===== config.mk =====
export PLATFORM = sky130hd
export DESIGN_NAME = ranging_final_frame_parser_flat
export DESIGN_NICKNAME = d
export VERILOG_FILES = /design/src/hdl/rffp_pkg.sv /design/src/hdl/rffp_in_if.sv /design/src/hdl/rffp_out_if.sv /design/src/hdl/rffp_cfg_if.sv /design/src/hdl/rffp_in_stage.sv /design/src/hdl/rffp_parser.sv /design/src/hdl/rffp_out_fifo.sv /design/src/hdl/ranging_final_frame_parser.sv /design/src/flat_wrapper.sv
export SDC_FILE = /design/constraint.sdc
export NUM_CORES = 2
export LEC_CHECK = 0
export ABC_AREA = 0
export BUFFER_PORTS_ARGS = -buffer_cell sky130_fd_sc_hd__buf_2
export CORE_MARGIN = 2
export CORE_UTILIZATION = 26
export DETAILED_ROUTE_END_ITERATION = 10
export PLACE_DENSITY = 0.48
export RECOVER_POWER = 100
export SYNTH_ARGS = -nofsm -noshare
export SYNTH_HDL_FRONTEND = slang
export SYNTH_SLANG_ARGS = --single-unit

===== constraint.sdc =====
create_clock -name clk -period 10.62 [get_ports clk]
set_input_delay 1.593 -clock clk [delete_from_list [all_inputs] [get_ports clk]]
set_output_delay 1.593 -clock clk [all_outputs]
set_load 0.005 [all_outputs]

===== src/hdl/rffp_pkg.sv =====
// shared types, constants and helpers for the ranging final frame parser
`default_nettype none
package rffp_pkg;

  localparam int unsigned MAX_ENTRIES    = 8;
  localparam int unsigned POLL_TX_OFS    = 4;
  localparam int unsigned FINAL_TX_OFS   = 9;
  localparam int unsigned COUNT_OFS      = 14;
  localparam int unsigned RESPONDERS_OFS = 15;
  localparam int unsigned ENTRY_LEN      = 6;
  localparam logic [8:0]  POS_MAX        = 9'h1FF;

  localparam int unsigned FIFO_DEPTH = 4;
  localparam int unsigned FIFO_AW    = $clog2(FIFO_DEPTH);

  typedef enum logic [2:0] {
    ST_OK           = 3'd0,
    ST_HEADER_SHORT = 3'd1,
    ST_COUNT_LARGE  = 3'd2,
    ST_BODY_SHORT   = 3'd3,
    ST_ZERO_FIELD   = 3'd4
  } status_t;

  typedef enum logic {
    KIND_ENTRY   = 1'b0,
    KIND_SUMMARY = 1'b1
  } kind_t;

  typedef struct packed {
    logic [7:0] data_byte;
    logic       end_of_payload;
  } in_item_t;

  typedef struct packed {
    kind_t       result_kind;
    logic [31:0] frame_number;
    logic [39:0] poll_send_time;
    logic [39:0] final_send_time;
    logic [7:0]  responder_total;
    logic [2:0]  entry_position;
    logic [7:0]  responder_number;
    logic [39:0] response_receive_time;
    status_t     parse_status;
    logic        last_result;
  } result_t;

  // up to two results leave the parser for one byte
  typedef struct packed {
    logic [1:0] count;
    result_t    first;
    result_t    second;
  } push_t;

  // replace byte idx of a little-endian 40-bit word
  function automatic logic [39:0] put_byte(input logic [39:0] acc, input logic [2:0] idx,
                                           input logic [7:0] b);
    logic [39:0] r;
    r = acc;
    for (int i = 0; i < 5; i++) begin
      if (idx == 3'(i)) begin
        r[8*i +: 8] = b;
      end
    end
    return r;
  endfunction

endpackage
`default_nettype wire


===== src/hdl/rffp_in_if.sv =====
// byte input channel
`default_nettype none
interface rffp_in_if;
  logic       valid;
  logic       ready;
  logic [7:0] data_byte;
  logic       end_of_payload;

  modport source (output valid, output data_byte, output end_of_payload, input ready);
  modport sink (input valid, input data_byte, input end_of_payload, output ready);
endinterface
`default_nettype wire


===== src/hdl/rffp_out_if.sv =====
// result output channel
`default_nettype none
interface rffp_out_if;
  logic        valid;
  logic        ready;
  logic        result_kind;
  logic [31:0] frame_number;
  logic [39:0] poll_send_time;
  logic [39:0] final_send_time;
  logic [7:0]  responder_total;
  logic [2:0]  entry_position;
  logic [7:0]  responder_number;
  logic [39:0] response_receive_time;
  logic [2:0]  parse_status;
  logic        last_result;

  modport source (output valid, output result_kind, output frame_number,
                  output poll_send_time, output final_send_time, output responder_total,
                  output entry_position, output responder_number,
                  output response_receive_time, output parse_status, output last_result,
                  input ready);
  modport sink (input valid, input result_kind, input frame_number,
                input poll_send_time, input final_send_time, input responder_total,
                input entry_position, input responder_number,
                input response_receive_time, input parse_status, input last_result,
                output ready);
endinterface
`default_nettype wire


===== src/hdl/rffp_cfg_if.sv =====
// configuration write channel for the payload offset register
`default_nettype none
interface rffp_cfg_if;
  logic       valid;
  logic       ready;
  logic [6:0] payload_offset;

  modport source (output valid, output payload_offset, input ready);
  modport sink (input valid, input payload_offset, output ready);
endinterface
`default_nettype wire


===== src/hdl/rffp_in_stage.sv =====
// input register stage holding one byte for the parser
`default_nettype none
module rffp_in_stage (
  input  wire logic              clk,
  input  wire logic              rst_n,
  rffp_in_if.sink                in_ch,
  output rffp_pkg::in_item_t     item,
  output logic                   item_valid,
  input  wire logic              item_take
);

  logic               valid_r;
  rffp_pkg::in_item_t item_r;

  assign in_ch.ready = !valid_r || item_take;
  assign item        = item_r;
  assign item_valid  = valid_r;

  always_ff @(posedge clk) begin
    if (!rst_n) begin
      valid_r <= 1'b0;
    end else if (in_ch.ready) begin
      valid_r <= in_ch.valid;
    end
  end

  always_ff @(posedge clk) begin
    if (in_ch.valid && in_ch.ready) begin
      item_r.data_byte      <= in_ch.data_byte;
      item_r.end_of_payload <= in_ch.end_of_payload;
    end
  end

endmodule
`default_nettype wire


===== src/hdl/rffp_parser.sv =====
// field gatherer: updates parse state per byte and forms entry and summary results
`default_nettype none
module rffp_parser (
  input  wire logic              clk,
  input  wire logic              rst_n,
  rffp_cfg_if.sink               cfg_ch,
  input  wire rffp_pkg::in_item_t item,
  input  wire logic              item_valid,
  output logic                   item_take,
  input  wire logic              fifo_room,
  output rffp_pkg::push_t        push
);

  logic [6:0]  offset_r;
  logic [8:0]  pos_r, pos_nxt;
  logic [31:0] frame_r, frame_nxt;
  logic [39:0] poll_r, poll_nxt;
  logic [39:0] final_r, final_nxt;
  logic [7:0]  count_r, count_nxt;
  logic [7:0]  id_r, id_nxt;
  logic [39:0] time_r, time_nxt;
  logic [2:0]  ebc_r, ebc_nxt;
  logic [3:0]  ecnt_r, ecnt_nxt;
  logic        zero_r, zero_nxt;

  logic [8:0]  off9, rel, rel_sub;
  logic        in_msg, entry_emit;
  logic [39:0] frame_tmp;
  logic [7:0]  d;
  rffp_pkg::status_t st;
  rffp_pkg::result_t entry_res, sum_res;

  assign cfg_ch.ready = 1'b1;
  assign item_take    = item_valid && fifo_room;
  assign d            = item.data_byte;

  always_ff @(posedge clk) begin
    if (!rst_n) begin
      offset_r <= '0;
    end else if (cfg_ch.valid) begin
      offset_r <= cfg_ch.payload_offset;
    end
  end

  always_comb begin
    pos_nxt    = pos_r;
    frame_nxt  = frame_r;
    poll_nxt   = poll_r;
    final_nxt  = final_r;
    count_nxt  = count_r;
    id_nxt     = id_r;
    time_nxt   = time_r;
    ebc_nxt    = ebc_r;
    ecnt_nxt   = ecnt_r;
    zero_nxt   = zero_r;
    entry_emit = 1'b0;
    frame_tmp  = '0;
    rel_sub    = '0;

    off9   = {2'b00, offset_r};
    in_msg = pos_r >= off9;
    rel    = pos_r - off9;

    if (in_msg) begin
      if (rel < 9'(rffp_pkg::POLL_TX_OFS)) begin
        frame_tmp = rffp_pkg::put_byte({8'd0, frame_r}, rel[2:0], d);
        frame_nxt = frame_tmp[31:0];
      end else if (rel < 9'(rffp_pkg::FINAL_TX_OFS)) begin
        rel_sub  = rel - 9'(rffp_pkg::POLL_TX_OFS);
        poll_nxt = rffp_pkg::put_byte(poll_r, rel_sub[2:0], d);
      end else if (rel < 9'(rffp_pkg::COUNT_OFS)) begin
        rel_sub   = rel - 9'(rffp_pkg::FINAL_TX_OFS);
        final_nxt = rffp_pkg::put_byte(final_r, rel_sub[2:0], d);
      end else if (rel == 9'(rffp_pkg::COUNT_OFS)) begin
        count_nxt = d;
      end else if (count_r <= 8'(rffp_pkg::MAX_ENTRIES) && {4'd0, ecnt_r} < count_r) begin
        if (ebc_r == 3'd0) begin
          id_nxt   = d;
          time_nxt = '0;
        end else begin
          time_nxt = rffp_pkg::put_byte(time_r, ebc_r - 3'd1, d);
        end
        if (ebc_r >= 3'(rffp_pkg::ENTRY_LEN - 1)) begin
          if (id_nxt == 8'd0 || time_nxt == 40'd0) begin
            zero_nxt = 1'b1;
          end
          entry_emit = 1'b1;
          ecnt_nxt   = ecnt_r + 4'd1;
          ebc_nxt    = 3'd0;
        end else begin
          ebc_nxt = ebc_r + 3'd1;
        end
      end
    end

    if (pos_r != rffp_pkg::POS_MAX) begin
      pos_nxt = pos_r + 9'd1;
    end

    // status priority follows the header, count, body, zero-field order
    if ({1'b0, pos_nxt} < ({3'd0, offset_r} + 10'(rffp_pkg::RESPONDERS_OFS))) begin
      st = rffp_pkg::ST_HEADER_SHORT;
    end else if (count_nxt > 8'(rffp_pkg::MAX_ENTRIES)) begin
      st = rffp_pkg::ST_COUNT_LARGE;
    end else if ({4'd0, ecnt_nxt} < count_nxt) begin
      st = rffp_pkg::ST_BODY_SHORT;
    end else if (zero_nxt || poll_nxt == 40'd0 || final_nxt == 40'd0) begin
      st = rffp_pkg::ST_ZERO_FIELD;
    end else begin
      st = rffp_pkg::ST_OK;
    end

    entry_res.result_kind           = rffp_pkg::KIND_ENTRY;
    entry_res.frame_number          = frame_nxt;
    entry_res.poll_send_time        = '0;
    entry_res.final_send_time       = '0;
    entry_res.responder_total       = count_nxt;
    entry_res.entry_position        = ecnt_r[2:0];
    entry_res.responder_number      = id_nxt;
    entry_res.response_receive_time = time_nxt;
    entry_res.parse_status          = rffp_pkg::ST_OK;
    entry_res.last_result           = 1'b0;

    sum_res.result_kind           = rffp_pkg::KIND_SUMMARY;
    sum_res.frame_number          = frame_nxt;
    sum_res.poll_send_time        = poll_nxt;
    sum_res.final_send_time       = final_nxt;
    sum_res.responder_total       = count_nxt;
    sum_res.entry_position        = '0;
    sum_res.responder_number      = '0;
    sum_res.response_receive_time = '0;
    sum_res.parse_status          = st;
    sum_res.last_result           = 1'b1;

    push.count  = item_take ? ({1'b0, entry_emit} + {1'b0, item.end_of_payload}) : 2'd0;
    push.first  = entry_emit ? entry_res : sum_res;
    push.second = sum_res;
  end

  always_ff @(posedge clk) begin
    if (!rst_n || (item_take && item.end_of_payload)) begin
      // end of payload returns the parse state to its reset values
      pos_r   <= '0;
      frame_r <= '0;
      poll_r  <= '0;
      final_r <= '0;
      count_r <= '0;
      id_r    <= '0;
      time_r  <= '0;
      ebc_r   <= '0;
      ecnt_r  <= '0;
      zero_r  <= 1'b0;
    end else if (item_take) begin
      pos_r   <= pos_nxt;
      frame_r <= frame_nxt;
      poll_r  <= poll_nxt;
      final_r <= final_nxt;
      count_r <= count_nxt;
      id_r    <= id_nxt;
      time_r  <= time_nxt;
      ebc_r   <= ebc_nxt;
      ecnt_r  <= ecnt_nxt;
      zero_r  <= zero_nxt;
    end
  end

endmodule
`default_nettype wire


===== src/hdl/rffp_out_fifo.sv =====
// result queue: takes up to two results per cycle, hands out one per transfer
`default_nettype none
module rffp_out_fifo (
  input  wire logic              clk,
  input  wire logic              rst_n,
  input  wire rffp_pkg::push_t   push,
  output logic                   room,
  rffp_out_if.source             out_ch
);

  localparam int unsigned AW = rffp_pkg::FIFO_AW;

  rffp_pkg::result_t mem [rffp_pkg::FIFO_DEPTH];
  logic [AW-1:0]     wr_ptr_r, wr_ptr_nxt, rd_ptr_r, rd_ptr_nxt;
  logic [AW:0]       cnt_r, cnt_nxt;
  logic              pop;
  rffp_pkg::result_t rd;

  assign pop  = out_ch.valid && out_ch.ready;
  assign room = cnt_r <= (AW+1)'(rffp_pkg::FIFO_DEPTH - 2);
  assign rd   = mem[rd_ptr_r];

  always_comb begin
    wr_ptr_nxt = wr_ptr_r + AW'(push.count);
    rd_ptr_nxt = rd_ptr_r + AW'(pop);
    cnt_nxt    = cnt_r + (AW+1)'(push.count) - (AW+1)'(pop);
  end

  always_ff @(posedge clk) begin
    if (!rst_n) begin
      wr_ptr_r <= '0;
      rd_ptr_r <= '0;
      cnt_r    <= '0;
    end else begin
      wr_ptr_r <= wr_ptr_nxt;
      rd_ptr_r <= rd_ptr_nxt;
      cnt_r    <= cnt_nxt;
    end
  end

  always_ff @(posedge clk) begin
    if (push.count != 2'd0) begin
      mem[wr_ptr_r] <= push.first;
    end
    if (push.count == 2'd2) begin
      mem[wr_ptr_r + AW'(1)] <= push.second;
    end
  end

  assign out_ch.valid                 = cnt_r != '0;
  assign out_ch.result_kind           = rd.result_kind;
  assign out_ch.frame_number          = rd.frame_number;
  assign out_ch.poll_send_time        = rd.poll_send_time;
  assign out_ch.final_send_time       = rd.final_send_time;
  assign out_ch.responder_total       = rd.responder_total;
  assign out_ch.entry_position        = rd.entry_position;
  assign out_ch.responder_number      = rd.responder_number;
  assign out_ch.response_receive_time = rd.response_receive_time;
  assign out_ch.parse_status          = rd.parse_status;
  assign out_ch.last_result           = rd.last_result;

endmodule
`default_nettype wire


===== src/hdl/ranging_final_frame_parser.sv =====
// bytes are registered in the input stage, results in the four-entry result queue
// throughput: one byte per cycle while the queue has room; a byte closing an entry
//   and the payload puts two results in the queue, which drains one per cycle while
//   out is ready; reset (synchronous, rst_n low): payload offset returns to 0, parse
//   state and queue clear; parse state also clears after every end-of-payload byte
`default_nettype none
module ranging_final_frame_parser (
  input  wire logic  clk,
  input  wire logic  rst_n,
  rffp_in_if.sink    in_ch,
  rffp_out_if.source out_ch,
  rffp_cfg_if.sink   cfg_ch
);

  rffp_pkg::in_item_t item;
  logic               item_valid;
  logic               item_take;
  logic               fifo_room;
  rffp_pkg::push_t    push;

  rffp_in_stage u_in_stage (
    .clk        (clk),
    .rst_n      (rst_n),
    .in_ch      (in_ch),
    .item       (item),
    .item_valid (item_valid),
    .item_take  (item_take)
  );

  rffp_parser u_parser (
    .clk        (clk),
    .rst_n      (rst_n),
    .cfg_ch     (cfg_ch),
    .item       (item),
    .item_valid (item_valid),
    .item_take  (item_take),
    .fifo_room  (fifo_room),
    .push       (push)
  );

  rffp_out_fifo u_out_fifo (
    .clk    (clk),
    .rst_n  (rst_n),
    .push   (push),
    .room   (fifo_room),
    .out_ch (out_ch)
  );

endmodule
`default_nettype wire

===== src/flat_wrapper.sv =====
// flat-port wrapper written by rule: the top's interface ports become plain ports
module ranging_final_frame_parser_flat 
  (clk, rst_n, in_ch_valid, in_ch_data_byte, in_ch_end_of_payload, in_ch_ready, out_ch_valid, out_ch_result_kind, out_ch_frame_number, out_ch_poll_send_time, out_ch_final_send_time, out_ch_responder_total, out_ch_entry_position, out_ch_responder_number, out_ch_response_receive_time, out_ch_parse_status, out_ch_last_result, out_ch_ready, cfg_ch_valid, cfg_ch_payload_offset, cfg_ch_ready);
  rffp_in_if in_ch_i ();
  rffp_out_if out_ch_i ();
  rffp_cfg_if cfg_ch_i ();
  input  wire logic clk;
  input  wire logic rst_n;
  input wire logic [$bits(in_ch_i.valid)-1:0] in_ch_valid;
  input wire logic [$bits(in_ch_i.data_byte)-1:0] in_ch_data_byte;
  input wire logic [$bits(in_ch_i.end_of_payload)-1:0] in_ch_end_of_payload;
  output wire logic [$bits(in_ch_i.ready)-1:0] in_ch_ready;
  output wire logic [$bits(out_ch_i.valid)-1:0] out_ch_valid;
  output wire logic [$bits(out_ch_i.result_kind)-1:0] out_ch_result_kind;
  output wire logic [$bits(out_ch_i.frame_number)-1:0] out_ch_frame_number;
  output wire logic [$bits(out_ch_i.poll_send_time)-1:0] out_ch_poll_send_time;
  output wire logic [$bits(out_ch_i.final_send_time)-1:0] out_ch_final_send_time;
  output wire logic [$bits(out_ch_i.responder_total)-1:0] out_ch_responder_total;
  output wire logic [$bits(out_ch_i.entry_position)-1:0] out_ch_entry_position;
  output wire logic [$bits(out_ch_i.responder_number)-1:0] out_ch_responder_number;
  output wire logic [$bits(out_ch_i.response_receive_time)-1:0] out_ch_response_receive_time;
  output wire logic [$bits(out_ch_i.parse_status)-1:0] out_ch_parse_status;
  output wire logic [$bits(out_ch_i.last_result)-1:0] out_ch_last_result;
  input wire logic [$bits(out_ch_i.ready)-1:0] out_ch_ready;
  input wire logic [$bits(cfg_ch_i.valid)-1:0] cfg_ch_valid;
  input wire logic [$bits(cfg_ch_i.payload_offset)-1:0] cfg_ch_payload_offset;
  output wire logic [$bits(cfg_ch_i.ready)-1:0] cfg_ch_ready;
  assign in_ch_i.valid = in_ch_valid;
  assign in_ch_i.data_byte = in_ch_data_byte;
  assign in_ch_i.end_of_payload = in_ch_end_of_payload;
  assign in_ch_ready = in_ch_i.ready;
  assign out_ch_valid = out_ch_i.valid;
  assign out_ch_result_kind = out_ch_i.result_kind;
  assign out_ch_frame_number = out_ch_i.frame_number;
  assign out_ch_poll_send_time = out_ch_i.poll_send_time;
  assign out_ch_final_send_time = out_ch_i.final_send_time;
  assign out_ch_responder_total = out_ch_i.responder_total;
  assign out_ch_entry_position = out_ch_i.entry_position;
  assign out_ch_responder_number = out_ch_i.responder_number;
  assign out_ch_response_receive_time = out_ch_i.response_receive_time;
  assign out_ch_parse_status = out_ch_i.parse_status;
  assign out_ch_last_result = out_ch_i.last_result;
  assign out_ch_i.ready = out_ch_ready;
  assign cfg_ch_i.valid = cfg_ch_valid;
  assign cfg_ch_i.payload_offset = cfg_ch_payload_offset;
  assign cfg_ch_ready = cfg_ch_i.ready;
  ranging_final_frame_parser u_core (.clk(clk), .rst_n(rst_n), .in_ch(in_ch_i), .out_ch(out_ch_i), .cfg_ch(cfg_ch_i));
endmodule

==> results.json <==
{
  "hold_buffers": 0,
  "rsz0062_at_grt": "no",
  "maxCapViolations": 11,
  "core-area_um2": 149600,
  "htreeDepth": 3,
  "track_usage_pct": 15.53,
  "ys_types": 76,
  "die_w_um": 392.0,
  "vias": 25780,
  "power_leakage_nw": 14.51,
  "tightest_slew_ps": 3959,
  "grt_max_degree": 115,
  "peakVddDrop_mv": 0.1241,
  "cts_made_buffers": 97,
  "failed_checks": "max-capacitance violations, max-slew violations",
  "die_h_um": 392.0,
  "yosysTopAreaCell": "edfxtp_1",
  "critPathKind": "reg -> reg",
  "slew_viol_final": 547,
  "yosysWarnings": 0,
  "status": "finished, violations left",
  "hold_slack_ps": 444.7,
  "fin_crit_ps": 8853,
  "rr_worst_depth": 17,
  "stdcell_count": 5370,
  "dieArea_um2": 153600,
  "r2r_slack_ps": 1770,
  "final_common_cell": "nor2_1",
  "maxSlewHeadroom_pct": -163.9,
  "port_buffers": 198,
  "reg2reg_from": "u_core.u_parser.offset_r[0]$_SDFFE_PN0P_",
  "layout_common_cells": "nor2_1 (668), edfxtp_1 (501), dfxtp_1 (407), mux2i_1 (209), nand2_1 (198)",
  "synthMuxAreaShare_pct": 15.76,
  "fin_setup_tns_ps": 0,
  "yosys_most_used_dff": "edfxtp_1",
  "synth_top_area_share_pct": 38.44,
  "yosysSeqAreaShare_pct": 59.31,
  "cts_root_buf": "clkbuf_16",
  "antenna_found_initial": 4,
  "end_kind": "flop",
  "syn_inst": 3184,
  "pin_count": 200,
  "async_reset_ff_share_pct": 0,
  "skew_ps": 52.89,
  "ant_nets": 0,
  "drc": 0,
  "overflow": 0,
  "syn_area_um2": 39140,
  "finalNetCount": 3332,
  "critPathMaxFanout": 47,
  "drt_iter0_drc": 1810,
  "endpoint": "u_core.u_out_fifo.mem[1][6]$_SDFFE_PP0P_",
  "clk_pin_slew_worst_paths_ps": 60,
  "fmax_mhz": 113.0,
  "setup_violations": 0,
  "clock_latency_ps": 720,
  "via_per_inst": 4.801,
  "dpl_cell_area_um2": 42220,
  "cp-start-kind": "flop",
  "grt_pass1_vias": 26210,
  "numClockSinks": 909,
  "cp.required_ps": 11250,
  "post-cts-setup-buffers": 0,
  "synth-seq-cells": 909,
  "placementRows": 142,
  "routed_wirelength_um": 120700,
  "synthTopCellsByArea": "edfxtp_1 (38%), dfxtp_1 (21%), mux4_2 (10%)",
  "ctsResizeCount": 0,
  "wire_per_inst_um": 22.47,
  "p_total_mw": 8.636,
  "drive_above_1_share_pct": 14.68,
  "worstHoldPathType": "reg -> reg",
  "placed_cells": 5191,
  "area_delta_synth_final_pct": 15.48,
  "syn_nets": 3242,
  "worstReg2RegEnd": "u_core.u_out_fifo.mem[1][6]$_SDFFE_PP0P_",
  "syn_avg_cell_area_um2": 12.29,
  "final_cell_area_um2": 45190,
  "hpwl_um": 73120,
  "synthAdderAreaFrac_pct": 1.221,
  "cts_tree": "built",
  "period_share_pct": 83.36,
  "p_per_area_nw_per_um2": 191.1,
  "synthSimpleGateAreaFrac_pct": 12.21,
  "synth_compound_area_share_pct": 8.086,
  "firstDrtPassIters": 6,
  "crit_start": "u_core.u_parser.offset_r[0]$_SDFFE_PN0P_",
  "initial_utilization_pct": 26.16,
  "synth_edf_count": 501,
  "globalplace.congestion": 0.7757,
  "cp.arrival_ps": 9480,
  "clockBufferDepth": 3,
  "synth_top_family_by_area": "multiplexers",
  "synth-xor-area-share_pct": 0.6266,
  "grt_pass1_wl_um": 178000,
  "hold_viol": 0
}
-- per-stage QoR --
stage | util (%) | setup WS [ps]
floorplan | - | 3087
global placement | 28.22 | 2801
detailed placement | 28.22 | 2690
CTS | 30.39 | 2675
global route | 30.21 | 1147
finish | 30.21 | 1767
-- report_power, final --
group | total, mW | internal (mW) | leakage, nW | switching [mW]
clock network | 3.47 | 2.03 | 1.58 | 1.45
registers | 3.83 | 3.75 | 8.17 | 0.0874
logic | 1.33 | 0.538 | 4.76 | 0.792
-- synthesized netlist by cell type (3+ instances only) --
| master | number |
|---|---|
| a22o_1 | 184 |
| xnor2_1 | 19 |
| and3_1 | 5 |
| nand3b_1 | 3 |
| o21a_1 | 9 |
| ha_1 | 35 |
| nor4_1 | 25 |
| mux2_2 | 11 |
| o21ai_0 | 43 |
| a31oi_1 | 4 |
| or2_2 | 5 |
| nor2_4 | 6 |
| inv_1 | 27 |
| dfxtp_1 | 408 |
| nand2_1 | 200 |
| edfxtp_1 | 501 |
| mux4_2 | 175 |
| o22ai_1 | 3 |
| mux2i_1 | 209 |
| nand2b_1 | 15 |
| a21oi_1 | 115 |
| nand3_1 | 57 |
| xor2_1 | 9 |
| a21o_1 | 5 |
| clkbuf_1 | 181 |
| nand4_1 | 8 |
| nor3_4 | 4 |
| nor3_2 | 4 |
| nor3_1 | 32 |
| buf_1 | 55 |
| nor3b_1 | 3 |
| a32oi_1 | 18 |
| or4_1 | 13 |
| nor2b_1 | 13 |
| a211oi_1 | 8 |
| and2_1 | 18 |
| or3_1 | 12 |
| buf_2 | 11 |
| nor2_1 | 669 |
| a22oi_1 | 15 |
-- how the worst min path moves through the flow --
stage / endpoint / startpoint / cells after the start
after floorplan: u_core.u_out_fifo.mem[2][0]$_SDFFE_PP1P_ / u_core.u_out_fifo.mem[2][0]$_SDFFE_PP1P_ / 2
after global placement: u_core.u_out_fifo.mem[2][14]$_SDFFE_PP0P_ / u_core.u_out_fifo.mem[2][14]$_SDFFE_PP0P_ / 2
after detailed placement: u_core.u_out_fifo.mem[3][20]$_SDFFE_PP0P_ / u_core.u_out_fifo.mem[3][20]$_SDFFE_PP0P_ / 2
after CTS: u_core.u_out_fifo.mem[1][0]$_SDFFE_PP1P_ / u_core.u_out_fifo.mem[1][0]$_SDFFE_PP1P_ / 2
after global routing: u_core.u_parser.time_r[36]$_SDFFE_PP0P_ / u_core.u_parser.time_r[36]$_SDFFE_PP0P_ / 2
final: u_core.u_out_fifo.mem[1][0]$_SDFFE_PP1P_ / u_core.u_out_fifo.mem[1][0]$_SDFFE_PP1P_ / 2
-- critical path, stage by stage, from the launching register on --
cell and delay [ps]:
dfxtp_1 410, ha_1 210, inv_1 60, fa_1 430, a211oi_1 420, nor3_1 130, or4_4 490, a221oi_1 810
nand2_1 400, o311ai_0 390, buf_4 530, clkinv_1 380, ha_1 520, nand2b_1 180, a21oi_1 200, nand2b_4 650
clkbuf_1 2050, a22o_1 380
-- sequential cells by signal, indices dropped and copies added (netlist names) --
name and flops:
u_core.u_out_fifo.wr_ptr_r 2, u_core.u_parser.ecnt_r 4, u_core.u_out_fifo.cnt_r 3, u_core.u_parser.frame_r 32, u_core.u_parser.id_r 8, u_core.u_parser.ebc_r 3, u_core.u_parser.final_r 40, u_core.u_parser.time_r 40
u_core.u_in_stage.item_valid 1, u_core.u_parser.zero_r 1, u_core.u_parser.count_r 8, u_core.u_parser.pos_r 9, u_core.u_out_fifo.mem 700, u_core.u_parser.offset_r 7, u_core.u_parser.poll_r 40, u_core.u_in_stage.item 9
u_core.u_out_fifo.rd_ptr_r 2
-- metal layers --
metal	wire, µm	GRT usage (%)	vias to the layer above
li1	-	-	11860
met1	52090	20.09	13080
met2	59190	26.45	695
met3	7031	3.269	152
met4	2339	3.594	0
met5	0	0	-
-- cell families after synthesis --
| kind of cell | count (synthesis) |
|---|---|
| AOI/OAI and AO/OA | 430 |
| xor gates and xnor gates | 28 |
| adders and majority gates | 37 |
| buffers and inverters | 279 |
| DFF | 909 |
| muxes | 396 |
| other | 1 |
| and+or+nand+nor | 1104 |
-- layout make-up --
cell class	count	area [µm²]
tap	2016	2522
sequential	909	23220
clock inverter	33	400.4
fill	15340	104400
antenna	2	5.005
timing repair buffer	242	1145
clock buffer	144	2848
multi-input combinational	1996	14930
inverter	28	125.1
(Power assumes the default switching activity.)
